<file path="src/hdl/ktf_pkg.sv">
// Shared types, codes and the pattern parser of the keyed table with ternary filter.
package ktf_pkg;

   localparam int ENTRIES_DEF   = 32;
   localparam int NAME_BITS_DEF = 64;
   localparam int KEY_W         = 64;
   localparam int STAT_W        = 8;
   localparam int OUT_IDX_W     = 5;
   localparam int REQ_IDX_W     = 6;
   localparam int CODE_W        = 3;

   typedef enum logic [2:0] {
      OP_CLEAR  = 3'd0,
      OP_APPEND = 3'd1,
      OP_FIND   = 3'd2,
      OP_REMOVE = 3'd3,
      OP_FILTER = 3'd4
   } ktf_op_type;

   localparam logic [CODE_W-1:0] ST_OK        = 3'd0;
   localparam logic [CODE_W-1:0] ST_FULL      = 3'd1;
   localparam logic [CODE_W-1:0] ST_NOT_FOUND = 3'd2;
   localparam logic [CODE_W-1:0] ST_NO_DATA   = 3'd3;
   localparam logic [CODE_W-1:0] ST_BAD_INDEX = 3'd4;

   localparam logic [7:0] CH_ONE  = 8'h31;
   localparam logic [7:0] CH_ZERO = 8'h30;
   localparam logic [7:0] CH_WILD = 8'h2A;

   typedef struct packed {
      logic             write;
      logic             shift;
      logic             rotate;
   } ktf_cell_ctl_type;

   typedef struct packed {
      logic              bad;
      logic [STAT_W-1:0] ones;
      logic [STAT_W-1:0] care;
   } ktf_pattern_type;

   function automatic ktf_pattern_type ktf_parse(input logic [KEY_W-1:0] text);
      ktf_pattern_type p;
      logic [7:0]      ch;
      p.bad  = 1'b0;
      p.ones = '0;
      p.care = '1;
      for (int i = 0; i < 8; i++) begin
         ch = text[KEY_W-1-8*i -: 8];
         if (ch == CH_ONE) begin
            p.ones[7-i] = 1'b1;
         end else if (ch == CH_WILD) begin
            p.care[7-i] = 1'b0;
         end else if (ch != CH_ZERO) begin
            p.bad = 1'b1;
         end
      end
      return p;
   endfunction

endpackage

</file>
<file path="src/hdl/ktf_cell.sv">
// One table cell: holds one entry and can load, shift down or rotate from its neighbor.
module ktf_cell #(
   parameter int NAME_BITS = ktf_pkg::NAME_BITS_DEF
) (
   input  logic                      clock,
   input  ktf_pkg::ktf_cell_ctl_type ctl,
   input  logic [NAME_BITS-1:0]      wr_name,
   input  logic [7:0]                wr_status,
   input  logic [NAME_BITS-1:0]      nb_name,
   input  logic [7:0]                nb_status,
   output logic [NAME_BITS-1:0]      name,
   output logic [7:0]                status
);
   import ktf_pkg::*;

   logic [NAME_BITS-1:0] name_ff, name_in;
   logic [STAT_W-1:0]    status_ff, status_in;

   always_comb begin
      name_in   = name_ff;
      status_in = status_ff;
      if (ctl.write) begin
         name_in   = wr_name;
         status_in = wr_status;
      end else if (ctl.shift || ctl.rotate) begin
         name_in   = nb_name;
         status_in = nb_status;
      end
   end

   always_ff @(posedge clock) begin
      name_ff   <= name_in;
      status_ff <= status_in;
   end

   assign name   = name_ff;
   assign status = status_ff;

endmodule

</file>
<file path="src/hdl/keyed_table_with_ternary_filter.sv">
// Top level of the keyed table with ternary filter: request decode, walk control and result register.
//   channel | direction | handshake           | payload
//   req     | in        | req_valid/req_stall | req_type, key_name, new_status, entry_index, filter_text
//   rsp     | out       | rsp_valid/rsp_stall | status_code, found_index, entry_name, entry_status,
//           |           |                     | has_entry, last
// Clear, append, remove and bad requests are handled in the idle state; their result is registered.
// Find and filter rotate the ring of ENTRIES cells once, one entry per cycle while the result
// side does not stall; filter emits one item per match, or one item without entry if none match.
// Reset (synchronous) empties the table; the cells keep no reset value.
// A new item is taken only when the block is idle and the result register is free.
module keyed_table_with_ternary_filter #(
   parameter int ENTRIES   = ktf_pkg::ENTRIES_DEF,
   parameter int NAME_BITS = ktf_pkg::NAME_BITS_DEF
) (
   input  logic                                 clock,
   input  logic                                 reset,
   input  logic                                 req_valid,
   output logic                                 req_stall,
   input  logic [2:0]                           req_type,
   input  logic [ktf_pkg::KEY_W-1:0]            req_key_name,
   input  logic [ktf_pkg::STAT_W-1:0]           req_new_status,
   input  logic [ktf_pkg::REQ_IDX_W-1:0]        req_entry_index,
   input  logic [ktf_pkg::KEY_W-1:0]            req_filter_text,
   output logic                                 rsp_valid,
   input  logic                                 rsp_stall,
   output logic [ktf_pkg::CODE_W-1:0]           rsp_status_code,
   output logic [ktf_pkg::OUT_IDX_W-1:0]        rsp_found_index,
   output logic [ktf_pkg::KEY_W-1:0]            rsp_entry_name,
   output logic [ktf_pkg::STAT_W-1:0]           rsp_entry_status,
   output logic                                 rsp_has_entry,
   output logic                                 rsp_last
);
   import ktf_pkg::*;

   localparam int CNT_W = $clog2(ENTRIES + 1);
   localparam int IDX_W = $clog2(ENTRIES);

   typedef enum logic [2:0] {
      S_IDLE = 3'b001,
      S_WALK = 3'b010,
      S_DONE = 3'b100
   } ktf_state_type;

   ktf_state_type        state_ff, state_in;
   logic [CNT_W-1:0]     count_ff, count_in;
   logic [IDX_W-1:0]     step_ff, step_in;
   logic                 is_filter_ff, is_filter_in;
   logic [NAME_BITS-1:0] key_ff, key_in;
   logic [STAT_W-1:0]    ones_ff, ones_in, care_ff, care_in;
   logic                 found_ff, found_in;
   logic [IDX_W-1:0]     fidx_ff, fidx_in;
   logic                 pend_v_ff, pend_v_in;
   logic [IDX_W-1:0]     pend_idx_ff, pend_idx_in;
   logic [NAME_BITS-1:0] pend_name_ff, pend_name_in;
   logic [STAT_W-1:0]    pend_stat_ff, pend_stat_in;

   logic                 rsp_valid_ff, rsp_valid_in;
   logic [CODE_W-1:0]    code_ff, code_in;
   logic [OUT_IDX_W-1:0] oidx_ff, oidx_in;
   logic [KEY_W-1:0]     oname_ff, oname_in;
   logic [STAT_W-1:0]    ostat_ff, ostat_in;
   logic                 ohas_ff, ohas_in;
   logic                 olast_ff, olast_in;

   logic                 out_free, req_fire, out_load, rotate, app_wr, rm_shift, hit;
   ktf_pattern_type      pat;

   logic [NAME_BITS-1:0] cell_name [ENTRIES];
   logic [STAT_W-1:0]    cell_stat [ENTRIES];

   assign out_free  = !rsp_valid_ff || !rsp_stall;
   assign req_stall = !((state_ff == S_IDLE) && out_free);
   assign req_fire  = req_valid && !req_stall;
   assign pat       = ktf_parse(req_filter_text);
   assign hit       = (int'(step_ff) < int'(count_ff)) &&
                      (is_filter_ff ? (((cell_stat[0] ^ ones_ff) & care_ff) == '0)
                                    : (cell_name[0] == key_ff));

   for (genvar i = 0; i < ENTRIES; i++) begin : g_cell
      ktf_cell_ctl_type ctl;
      assign ctl.write  = app_wr && (int'(count_ff) == i);
      assign ctl.shift  = rm_shift && (i >= int'(req_entry_index));
      assign ctl.rotate = rotate;
      ktf_cell #(.NAME_BITS(NAME_BITS)) u_cell (
         .clock     (clock),
         .ctl       (ctl),
         .wr_name   (req_key_name[NAME_BITS-1:0]),
         .wr_status (req_new_status),
         .nb_name   (cell_name[(i + 1) % ENTRIES]),
         .nb_status (cell_stat[(i + 1) % ENTRIES]),
         .name      (cell_name[i]),
         .status    (cell_stat[i])
      );
   end

   always_comb begin
      state_in     = state_ff;
      count_in     = count_ff;
      step_in      = step_ff;
      is_filter_in = is_filter_ff;
      key_in       = key_ff;
      ones_in      = ones_ff;
      care_in      = care_ff;
      found_in     = found_ff;
      fidx_in      = fidx_ff;
      pend_v_in    = pend_v_ff;
      pend_idx_in  = pend_idx_ff;
      pend_name_in = pend_name_ff;
      pend_stat_in = pend_stat_ff;
      rotate       = 1'b0;
      app_wr       = 1'b0;
      rm_shift     = 1'b0;
      out_load     = 1'b0;
      code_in      = ST_OK;
      oidx_in      = '0;
      oname_in     = '0;
      ostat_in     = '0;
      ohas_in      = 1'b0;
      olast_in     = 1'b1;
      case (state_ff)
         S_IDLE: begin
            if (req_fire) begin
               out_load = 1'b1;
               case (req_type)
                  OP_CLEAR: begin
                     count_in = '0;
                  end
                  OP_APPEND: begin
                     if (int'(count_ff) >= ENTRIES) begin
                        code_in = ST_FULL;
                     end else begin
                        app_wr   = 1'b1;
                        count_in = count_ff + 1'b1;
                     end
                  end
                  OP_FIND: begin
                     out_load     = 1'b0;
                     is_filter_in = 1'b0;
                     key_in       = req_key_name[NAME_BITS-1:0];
                     found_in     = 1'b0;
                     step_in      = '0;
                     state_in     = S_WALK;
                  end
                  OP_REMOVE: begin
                     if (count_ff == '0) begin
                        code_in = ST_NO_DATA;
                     end else if (int'(req_entry_index) >= int'(count_ff)) begin
                        code_in = ST_BAD_INDEX;
                     end else begin
                        rm_shift = 1'b1;
                        count_in = count_ff - 1'b1;
                     end
                  end
                  OP_FILTER: begin
                     if (pat.bad) begin
                        code_in = ST_NO_DATA;
                     end else begin
                        out_load     = 1'b0;
                        is_filter_in = 1'b1;
                        ones_in      = pat.ones;
                        care_in      = pat.care;
                        pend_v_in    = 1'b0;
                        step_in      = '0;
                        state_in     = S_WALK;
                     end
                  end
                  default: begin
                     code_in = ST_NO_DATA;
                  end
               endcase
            end
         end
         S_WALK: begin
            if (out_free) begin
               rotate  = 1'b1;
               step_in = step_ff + 1'b1;
               if (hit) begin
                  if (is_filter_ff) begin
                     if (pend_v_ff) begin
                        out_load = 1'b1;
                        oidx_in  = OUT_IDX_W'(pend_idx_ff);
                        oname_in = KEY_W'(pend_name_ff);
                        ostat_in = pend_stat_ff;
                        ohas_in  = 1'b1;
                        olast_in = 1'b0;
                     end
                     pend_v_in    = 1'b1;
                     pend_idx_in  = step_ff;
                     pend_name_in = cell_name[0];
                     pend_stat_in = cell_stat[0];
                  end else if (!found_ff) begin
                     found_in = 1'b1;
                     fidx_in  = step_ff;
                  end
               end
               if (int'(step_ff) == ENTRIES - 1) begin
                  state_in = S_DONE;
               end
            end
         end
         S_DONE: begin
            if (out_free) begin
               out_load = 1'b1;
               state_in = S_IDLE;
               if (is_filter_ff) begin
                  if (pend_v_ff) begin
                     oidx_in  = OUT_IDX_W'(pend_idx_ff);
                     oname_in = KEY_W'(pend_name_ff);
                     ostat_in = pend_stat_ff;
                     ohas_in  = 1'b1;
                  end
               end else if (found_ff) begin
                  oidx_in = OUT_IDX_W'(fidx_ff);
               end else begin
                  code_in = ST_NOT_FOUND;
               end
            end
         end
         default: begin
            state_in = S_IDLE;
         end
      endcase
      rsp_valid_in = out_load || (rsp_valid_ff && rsp_stall);
   end

   always_ff @(posedge clock) begin
      if (reset) begin
         state_ff     <= S_IDLE;
         count_ff     <= '0;
         found_ff     <= 1'b0;
         pend_v_ff    <= 1'b0;
         rsp_valid_ff <= 1'b0;
      end else begin
         state_ff     <= state_in;
         count_ff     <= count_in;
         found_ff     <= found_in;
         pend_v_ff    <= pend_v_in;
         rsp_valid_ff <= rsp_valid_in;
      end
   end

   always_ff @(posedge clock) begin
      step_ff      <= step_in;
      is_filter_ff <= is_filter_in;
      key_ff       <= key_in;
      ones_ff      <= ones_in;
      care_ff      <= care_in;
      fidx_ff      <= fidx_in;
      pend_idx_ff  <= pend_idx_in;
      pend_name_ff <= pend_name_in;
      pend_stat_ff <= pend_stat_in;
      if (out_load) begin
         code_ff  <= code_in;
         oidx_ff  <= oidx_in;
         oname_ff <= oname_in;
         ostat_ff <= ostat_in;
         ohas_ff  <= ohas_in;
         olast_ff <= olast_in;
      end
   end

   assign rsp_valid        = rsp_valid_ff;
   assign rsp_status_code  = code_ff;
   assign rsp_found_index  = oidx_ff;
   assign rsp_entry_name   = oname_ff;
   assign rsp_entry_status = ostat_ff;
   assign rsp_has_entry    = ohas_ff;
   assign rsp_last         = olast_ff;

endmodule

</file>
<file path="config.mk">
export PLATFORM = sky130hd
export DESIGN_NAME = keyed_table_with_ternary_filter
export DESIGN_NICKNAME = d
export VERILOG_FILES = /design/src/hdl/ktf_pkg.sv /design/src/hdl/ktf_cell.sv /design/src/hdl/keyed_table_with_ternary_filter.sv
export SDC_FILE = /design/constraint.sdc
export NUM_CORES = 2
export LEC_CHECK = 0
export BUFFER_PORTS_ARGS = -buffer_cell sky130_fd_sc_hd__buf_2
export CELL_PAD_IN_SITES_DETAIL_PLACEMENT = 0
export CELL_PAD_IN_SITES_GLOBAL_PLACEMENT = 1
export CORE_ASPECT_RATIO = 1.4
export CORE_MARGIN = 1
export CORE_UTILIZATION = 50
export DETAILED_ROUTE_END_ITERATION = 8
export PLACE_DENSITY_LB_ADDON = 0.1
export REMOVE_ABC_BUFFERS = 1
export SYNTH_ARGS = -nofsm -noshare
export SYNTH_HDL_FRONTEND = slang
export SYNTH_SLANG_ARGS = --single-unit
</file>
<file path="constraint.sdc">
create_clock -name clock -period 10.9 [get_ports clock]
set_input_delay 2.725 -clock clock [delete_from_list [all_inputs] [get_ports clock]]
set_output_delay 2.725 -clock clock [all_outputs]
set_load 0.02 [all_outputs]
</file>
==> flow_metrics.py <==
metrics = {
    "detailed_routing": {
        "wl_um": 263800,
        "wl_per_cell_um": 29.17,
        "viasPerCell": 5.787,
        "drt_iter0_drc": 4354,
        "route.detailed.drc": 0,
        "dr.pass1.iters": 7,
        "final_antenna_net_count": 0,
        "vias": 52335,
    },
    "final_layout": {
        "nNetsFinal": 6145,
        "fin_area_um2": 119700,
        "final_layout_size_suffix_gt1_frac": 0.4721,
        "multiInputGateArea_um2": 29850,
        "fin_util": 0.5538,
        "regArea_um2": 76930,
        "nFillCells": 16563,
        "syn_to_final_growth_pct": 10.29,
    },
    "logic_synthesis": {
        "syn_area_per_cell_um2": 18.44,
        "synth.distinct_cells": 62,
        "synth_cells": 5884,
        "synth-main-ff-cell": "edfxtp_1",
        "async_reset_ff_frac": 0,
        "synth-edff-count": 2554,
        "seq_area_frac_synth": 0.7089,
        "yosysWarnings": 0,
        "synth_top_family_by_area": "multiplexers",
        "synth_simple_gate_area_share": 0.01784,
        "yosys.area_share.adder": 0.002029,
        "ys_seq_elements": 2566,
        "synth_mux_area_frac": 0.2387,
        "synthXorXnorAreaFrac": 0.004842,
        "synth_compound_area_frac": 0.007068,
        "netlist_area_um2": 108500,
    },
    "floorplanning": {
        "initial_core_util": 0.5022,
        "die_h_um": 553.2,
        "fp.coreArea_um2": 216100,
        "die_x_um": 395.7,
        "die-area_um2": 218900,
        "rows": 202,
        "io_pins": 233,
    },
    "placed_design": {
        "placed_area_um2": 112200,
        "place.gp.congestion": 0.9680,
        "numPortBuffers": 232,
        "dp_hpwl_um": 159700,
    },
    "sta": {
        "tns_ns": 0,
        "whs_ns": 0.4610,
        "slew_headroom": 0.1464,
        "fmax_mhz": 157.6,
        "period_needed_ns": 6.347,
        "fin_crit_sh": 0.5823,
        "hold_viol_final": 0,
        "drv_slew": 0,
        "rsz0062_at_grt": "false",
        "clock_skew_ns": 0.05139,
        "setup_viol": 0,
        "worst_pin_slew_ns": 1.280,
    },
    "critical_path": {
        "cp-end-kind": "register",
        "worstSetupStartpointType": "input port",
        "cp_max_fo": 72,
        "worst_ep_arrival_time_ns": 6.81,
        "critPathKind": "in -> reg",
        "crit_required_ns": 11.37,
        "reg2reg_slack_ns": 5.46,
    },
    "cts": {
        "clockBufferDepth": 4,
        "h-tree-depth": 4,
        "clkTransAtPathRegs_ns": 0.06,
        "cts-root-buf": "clkbuf_16",
        "cts_tree": "built",
        "insertion_delay_ns": 0.90,
        "cts.sinks": 2566,
        "cts_resized": 0,
        "post_cts_buffers": 0,
        "hold_buffers": 0,
        "cts_inserted_buffers": 249,
    },
    "grt": {
        "grt_pass1_vias": 53186,
        "grt_max_degree": 74,
        "antenna_found_initial": 36,
        "grt_usage": 0.2395,
        "grt_pass1_wl_um": 382800,
        "grt.overflow.total": 0,
    },
    "worst_hold_path": {
        "hold_path_class": "reg -> reg",
    },
    "power_and_ir_drop": {
        "irDropWorstVdd_v": 0.0001585,
        "power.leakage_nw": 38.03,
        "total_power_mw": 19.32,
        "powerDensity_nw_per_um2": 161.4,
    },
    "job": {
        "max-cap-violations": 0,
    },
    "run_status": {
        "status": "completed",
    },
}
[cells in the final DEF, fill, tap and decap left out, drive strengths merged, types with 10 or more instances in the layout]
cell,instances
clkbuf,307
nand2,55
nor3b,12
o22ai,10
buf,310
a211o,12
nor2,81
diode,13
a21oi,21
clkinv,120
edfxtp,2554
nand3,22
and2,75
inv,32
bufinv,13
ha,16
nor2b,10
dfxtp,12
mux2,2297
nor4,19
xor2,51
and3,10
o21ai,31
[Yosys cell counts (all sizes together) (4+ instances only)]
cell type | instances | area share
nor2b | 10 | 0.00058
a22o | 7 | 0.00056
nor4bb | 8 | 0.00074
clkbuf | 275 | 0.0095
and2 | 75 | 0.0043
and3 | 10 | 0.00058
mux2i | 4 | 0.00037
mux2 | 2297 | 0.24
nor2 | 81 | 0.0036
nor3 | 5 | 0.00054
xor2 | 51 | 0.0041
a21oi | 21 | 0.00097
nand2b | 6 | 0.00035
ha | 16 | 0.0018
buf | 191 | 0.010
a21o | 5 | 0.00035
o22ai | 10 | 0.00058
nand2 | 55 | 0.0019
nor4b | 8 | 0.00065
inv | 28 | 0.00097
o2bb2ai | 4 | 0.00032
nor3b | 12 | 0.00088
a211o | 12 | 0.00097
edfxtp | 2554 | 0.71
nor4 | 19 | 0.0012
nand4 | 9 | 0.00058
dfxtp | 12 | 0.0022
o21ai | 31 | 0.0014
nand3 | 22 | 0.0012
xnor2 | 9 | 0.00073
[layout make-up]
type,count,area share
Inverter,28,0.0008991
Timing Repair Buffer,310,0.01459
Antenna cell,13,0.0002718
Clock inverter,139,0.007956
Clock buffer,307,0.05424
Sequential cell,2566,0.6428
Multi-Input combinational cell,2824,0.2494
Tap cell,2856,0.02986
[layer usage]
layer  share of wire  GRT usage  up-vias  routed length, µm
met5        0.000072   0.004850        -                 19
met4           0.027    0.06534        4               6998
met3           0.078    0.05385      341              20470
met2            0.45     0.3616     1793             118300
met1            0.45     0.3487    27171             117900
li1                -          -    23026                  -
[where the power goes]
group,switching [mW],internal (mW)
Clock,3.61,4.49
Combinational,0.344,0.0780
Sequential,0.0356,10.8
Total,3.99,15.3
[cells by family (layout without fill, tap and decap cells)]
kind of cell | count (synthesis) | count (layout)
adders and majority gates | 17 | 17
xor gates and xnor gates | 60 | 60
AOI/OAI and AO/OA | 115 | 115
and+or+nand+nor | 331 | 331
DFF | 2566 | 2566
muxes | 2301 | 2301
buffers and inverters | 494 | 784
other | 0 | 13
[registers in the layout, summed over array words and instances, names as in the netlist]
name                  count
g_cell.u_cell.status    256
step_ff                   5
rsp_entry_status          8
rsp_last                  1
pend_idx_ff               5
count_ff                  6
found_ff                  1
care_ff                   8
pend_name_ff             64
rsp_found_index           5
rsp_status_code           3
state_ff                  3
pend_stat_ff              8
rsp_entry_name           64
g_cell.u_cell.name     2048
fidx_ff                   5
ones_ff                   8
key_ff                   64
is_filter_ff              1
rsp_has_entry             1
rsp_valid                 1
pend_v_ff                 1
[path summary, 6_finish.rpt]
path	from	end	depth (start not counted)
worst max-delay path	req_type[2]	g_cell[1].u_cell.status[4]$_DFFE_PP_	8
worst min-delay path	g_cell[0].u_cell.name[52]$_DFFE_PP_	pend_name_ff[52]$_DFFE_PP_	0
worst max register to register	count_ff[1]$_SDFFE_PP0P_	g_cell[1].u_cell.status[4]$_DFFE_PP_	9
worst min register to register	g_cell[0].u_cell.name[52]$_DFFE_PP_	pend_name_ff[52]$_DFFE_PP_	0
[worst max-delay path, stage by stage]
cell	delay, ns
buf_2	0.16
nand2b_1	0.36
nor2_1	0.47
nand3_1	0.25
nor4_4	0.99
nand3b_1	0.60
o21ai_4	0.27
buf_4	0.87
[metrics by stage]
step | instances | setup WS, ns
6_report | 9043 | 4.553
5_1_grt | 9033 | 4.488
4_1_cts | 9030 | 4.726
3_5_place_dp | 8584 | 3.834
3_3_place_gp | 8584 | 3.850
2_1_floorplan | 5418 | 0.5119
No activity file was read; power rests on OpenSTA's default activity.
